## config.mk

```make
export PLATFORM = sky130hd
export DESIGN_NAME = nht_merge
export DESIGN_NICKNAME = d
export VERILOG_FILES = /design/src/rtl/nht_pkg.sv /design/src/rtl/nht_merge.sv
export SDC_FILE = /design/constraint.sdc
export NUM_CORES = 1
export LEC_CHECK = 0
export BUFFER_PORTS_ARGS = -buffer_cell sky130_fd_sc_hd__buf_2
export CAP_MARGIN = 30
export CELL_PAD_IN_SITES_DETAIL_PLACEMENT = 1
export CELL_PAD_IN_SITES_GLOBAL_PLACEMENT = 2
export CORE_MARGIN = 2
export CORE_UTILIZATION = 20
export DETAILED_ROUTE_END_ITERATION = 10
export PLACE_DENSITY_LB_ADDON = 0.1
export REMOVE_ABC_BUFFERS = 1
export SYNTH_ARGS = -nofsm -noshare
export SYNTH_HDL_FRONTEND = slang
export SYNTH_SLANG_ARGS = --single-unit
export TNS_END_PERCENT = 100
```

## constraint.sdc

```tcl
create_clock -name vclk -period 3.9
set_clock_uncertainty 0.05 [all_clocks]
set_input_delay 0.195 -clock vclk [all_inputs]
set_output_delay 0.195 -clock vclk [all_outputs]
set_load 0.005 [all_outputs]
```

## src/rtl/nht_pkg.sv

```systemverilog
`timescale 1ns / 1ps
// nht_pkg: shared types and constants of the neighbor heard table
// used by nht_merge and neighbor_heard_table; no dependencies
package nht_pkg;

  localparam int MAX_ENTRIES_DEF = 64;

  localparam logic [31:0] BROADCAST_ID       = 32'hFFFF_FFFF;
  localparam logic [31:0] CLOCK_SANE_MIN_RST = 32'd1600000000;

  // request kinds (in_tuser)
  localparam logic [1:0] REQ_SYNC  = 2'd0;
  localparam logic [1:0] REQ_HEARD = 2'd1;
  localparam logic [1:0] REQ_CLEAR = 2'd2;
  localparam logic [1:0] REQ_RSVD  = 2'd3;

  // result status (out_tuser)
  localparam logic [2:0] ST_UPDATED  = 3'd0;
  localparam logic [2:0] ST_INSERTED = 3'd1;
  localparam logic [2:0] ST_FULL     = 3'd2;
  localparam logic [2:0] ST_FILTERED = 3'd3;
  localparam logic [2:0] ST_CLEARED  = 3'd4;

  // configuration register indexes
  localparam logic [1:0] CFG_OWN_ID       = 2'd0;
  localparam logic [1:0] CFG_OWN_ID_VALID = 2'd1;
  localparam logic [1:0] CFG_SANE_MIN     = 2'd2;

  // one table entry, seen_time in the lowest bits
  typedef struct packed {
    logic              relay;
    logic              hops_valid;
    logic [7:0]        hops;
    logic signed [10:0] snr_q;
    logic [31:0]       seen_time;
  } entry_t;

  localparam int ENTRY_W = $bits(entry_t);

  // one request, node_id in the lowest bits
  typedef struct packed {
    logic [1:0]        req_type;
    logic [2:0]        hop_left;
    logic [2:0]        hop_init;
    logic [7:0]        hop_dist;
    logic              has_hops;
    logic              via_relay;
    logic signed [10:0] snr_q;
    logic [31:0]       local_time;
    logic [31:0]       heard_time;
    logic [31:0]       node_id;
  } req_t;

  typedef struct packed {
    logic [2:0] status;
    entry_t     entry;
    logic [6:0] count;
    logic [5:0] index;
  } res_t;

endpackage

```

## src/rtl/nht_merge.sv

```systemverilog
`timescale 1ns / 1ps
// nht_merge: builds the new table entry from a request and the stored entry
// depends on nht_pkg
module nht_merge (
  input  nht_pkg::req_t   req,
  input  nht_pkg::entry_t old_entry,
  input  logic            is_insert,
  input  logic [31:0]     sane_min,
  output nht_pkg::entry_t new_entry
);
  import nht_pkg::*;

  entry_t      base;
  logic [31:0] eff_time;
  logic [2:0]  hop_diff;
  logic        hops_ok;

  always_comb begin
    // a freshly inserted packet entry starts out blank
    base     = is_insert ? '0 : old_entry;
    eff_time = req.heard_time;
    if (req.heard_time == 32'd0 && req.local_time > sane_min) begin
      eff_time = req.local_time;
    end
    hop_diff = req.hop_init - req.hop_left;
    hops_ok  = (req.hop_init != 3'd0) && (req.hop_init >= req.hop_left);

    if (req.req_type == REQ_SYNC) begin
      new_entry.seen_time  = req.heard_time;
      new_entry.snr_q      = req.snr_q;
      new_entry.hops       = req.hop_dist;
      new_entry.hops_valid = req.has_hops;
      new_entry.relay      = req.via_relay;
    end else begin
      new_entry            = base;
      new_entry.relay      = req.via_relay;
      if (eff_time > base.seen_time) begin
        new_entry.seen_time = eff_time;
      end
      if (req.snr_q != 11'sd0) begin
        new_entry.snr_q = req.snr_q;
      end
      if (hops_ok) begin
        new_entry.hops       = {5'd0, hop_diff};
        new_entry.hops_valid = 1'b1;
      end
    end
  end

endmodule

```

==> qor.csv <==
stage;metric;value;unit
outcome;outcome;finished, violations left;
outcome;failing checks;setup timing;
yosys;area leader, netlist;ha_1;
cells_and_area;most common cell after layout, fill and taps aside;buf_2;
power;switching power;0.538;mW
setup_path;critical path type;in2out;
global_routing;antenna violations before repair;1;
setup_path;CP arrival;4.39;ns
cells_and_area;Final nets;1290;
floorplanning;chip width;148;um
power;switch share;48.9;%
power;Pwr Density;128;nW/um^2
floorplanning;I/O Pins;264;
cells_and_area;Area growth, synth to finish;107;%
timing;Slew headroom;42.3;%
global_routing;Tot GR Track Use;21.8;%
global_routing;largest net degree at the start of global routing;42;
placement;DP HPWL;17900;um
floorplanning;die height;148;um
global_routing;vias in the first global route;7088;
cells_and_area;Register Area;0;sq um
power;total power;1.10;mW
detailed_routing;Via Count;6335;
yosys;Synth area leaders;ha_1 (20%), a221oi_2 (11%), nand2_1 (10%), o32ai_1 (6.7%), a21oi_2 (6.3%);
timing;Final Critical Period;4.64;ns
detailed_routing;first-pass iteration count of the detailed router;4;
yosys;Yosys warning total;0;
timing;period utilization;119;%
detailed_routing;vias per inst;4.95;
timing;final setup fails;32;
detailed_routing;ANT nets after route;0;
timing;maximum clock frequency;216;MHz
power;share of total power in the clock network;0;%
yosys;Netlist cell types;45;
cells_and_area;Seq cells;0;
power;Lkg Pwr;4.09;nW
setup_path;critical path startpoint;sane_min[11];
timing;final worst setup slack;-0.737;ns
timing;Final Max Slew Viols;0;
power;Reg power frac;0;%
setup_path;CP required;3.65;ns
hold_path;Hold WC Path Type;in2out;
cells_and_area;Layout clock buffers;0;
yosys;post-synthesis cell count;598;
detailed_routing;DR WL/cell;19.6;um
yosys;sequential area share after synthesis;0;%
yosys;Avg Cell Area, Syn;6.95;sq um
floorplanning;Core Region;20300;sq um
setup_path;crit-path max FO;8;
timing;RSZ-0062 raised after global routing;yes;
power;VDD IR max;0.0479;mV
power;Comb pwr share;100.0;%
yosys;Synth top area share;20.2;%
timing;Setup TNS;-21.67;ns
cells_and_area;commonest cells after routing, fill and taps aside;buf_2 (220), buf_4 (184), nand2_1 (112), inv_1 (58), ha_1 (42);
detailed_routing;WL final;25100;um
placement;IO buf count;229;
setup_path;Setup crit end;new_entry[2];
detailed_routing;drt drc;0;
yosys;Mapped Area;4160;sq um
timing;final hold vios;0;
global_routing;Overflow after GRT;0;
placement;GPL Wtd Cong;0.824;
floorplanning;Std-Cell Rows;52;
cells_and_area;share of cells above drive strength 1;61.2;%
floorplanning;die footprint;22000;sq um
global_routing;first-pass GRT wire length;38000;um
floorplanning;Starting Density;20.5;%
run;Max Cap Viol;0;
detailed_routing;Iter 0 DRT Violations;176;
cts;hold buffers post-CTS;0;
setup_path;CP endpoint kind;output pin;
setup_path;Setup crit start kind;input pin;
power;internal power;0.561;mW
timing;Worst Tran Pin Value;0.862;ns
## cells by family after synthesis
| family | Yosys count | share of synthesized area (%) |
|---|---|---|
| AND/OR/NAND/NOR | 245 | 30.0 |
| AO/OA/AOI/OAI | 169 | 36.4 |
| buffers and inverters | 115 | 12.8 |
| adder cells (fa/ha/maj) | 68 | 20.6 |
| XOR/XNOR | 1 | 0.211 |
## per-stage QoR
stage	cell area (sq um)	cells	setup WS [ns]	util, %	hold slack (ns)
6_report	8600	1280	-0.737	42.4	0.340
2_1_floorplan	3880	552	-2.58	-	0.340
4_1_cts	8450	1275	-0.629	41.6	0.340
3_3_place_gp	6790	1216	-0.972	33.5	0.340
5_1_grt	8600	1280	-0.930	42.4	0.340
3_5_place_dp	6790	1216	-0.978	33.5	0.340
## critical path, stage by stage
cell and delay, ns:
buf_6 0.07, inv_4 0.03, ha_4 0.25, nand4_1 0.17, buf_4 0.19, nor4_4 0.29, buf_4 0.16, and2_4 0.18
buf_6 0.12, buf_12 0.14, buf_8 0.11, nor3_4 0.04, a221oi_2 0.29, inv_1 0.12, ha_4 0.25, buf_4 0.13
and4_1 0.18, a221oi_2 0.33, buf_4 0.19, o22ai_4 0.08, or2_4 0.35, buf_4 0.18, a21oi_4 0.20, buf_6 0.12
## power groups by stage
stage	logic [mW]	clock network, mW	registers [mW]
2_1_floorplan	0.357	0	0
3_3_place_gp	0.813	0	0
3_5_place_dp	0.833	0	0
4_1_cts	1.06	0	0
5_1_grt	1.19	0.0000000343	0
6_report	1.10	0.0000000343	0
## routing by layer
metal  up-vias  part of all wire [%]  GRT usage, %
li1       3075                     -             -
met4         0                   2.5          5.14
met5         -                     0             0
met2       190                    51          41.8
met3        32                   4.5          2.18
met1      3038                    42          25.9
## worst min path at each step
stage	from	slack [ns]	cells after the start	end
2_1_floorplan	req[107]	0.34	0	new_entry[52]
3_3_place_gp	req[107]	0.34	0	new_entry[52]
3_5_place_dp	req[107]	0.34	0	new_entry[52]
4_1_cts	req[107]	0.34	0	new_entry[52]
5_1_grt	req[107]	0.34	0	new_entry[52]
6_report	req[107]	0.34	0	new_entry[52]
## cell type report
class                           instances  area, sq um
Inverter                               69          264
Fill cell                            2492        11700
Multi-Input combinational cell        483         4580
Tap cell                              270          338
Timing Repair Buffer                  457         3410
Antenna cell                            1         2.50
## cell usage after synthesis, drive strengths merged, types with 7 or more instances
cell	instances
clkbuf	14
a221oi	35
nor2	7
o21ai	9
nor3	38
inv	68
nand3	7
o32ai	32
a21o	14
nor4	15
nor3b	31
nand4	17
ha	67
nand2	114
buf	32
a21oi	62
## repair_timing
item,4_1_cts,5_1_grt
resized for setup,155,20
setup endpoints to repair,32,32
pin swaps,42,18
gates cloned,10,1
buffers inserted,49,5
(Power assumes the default switching activity.)
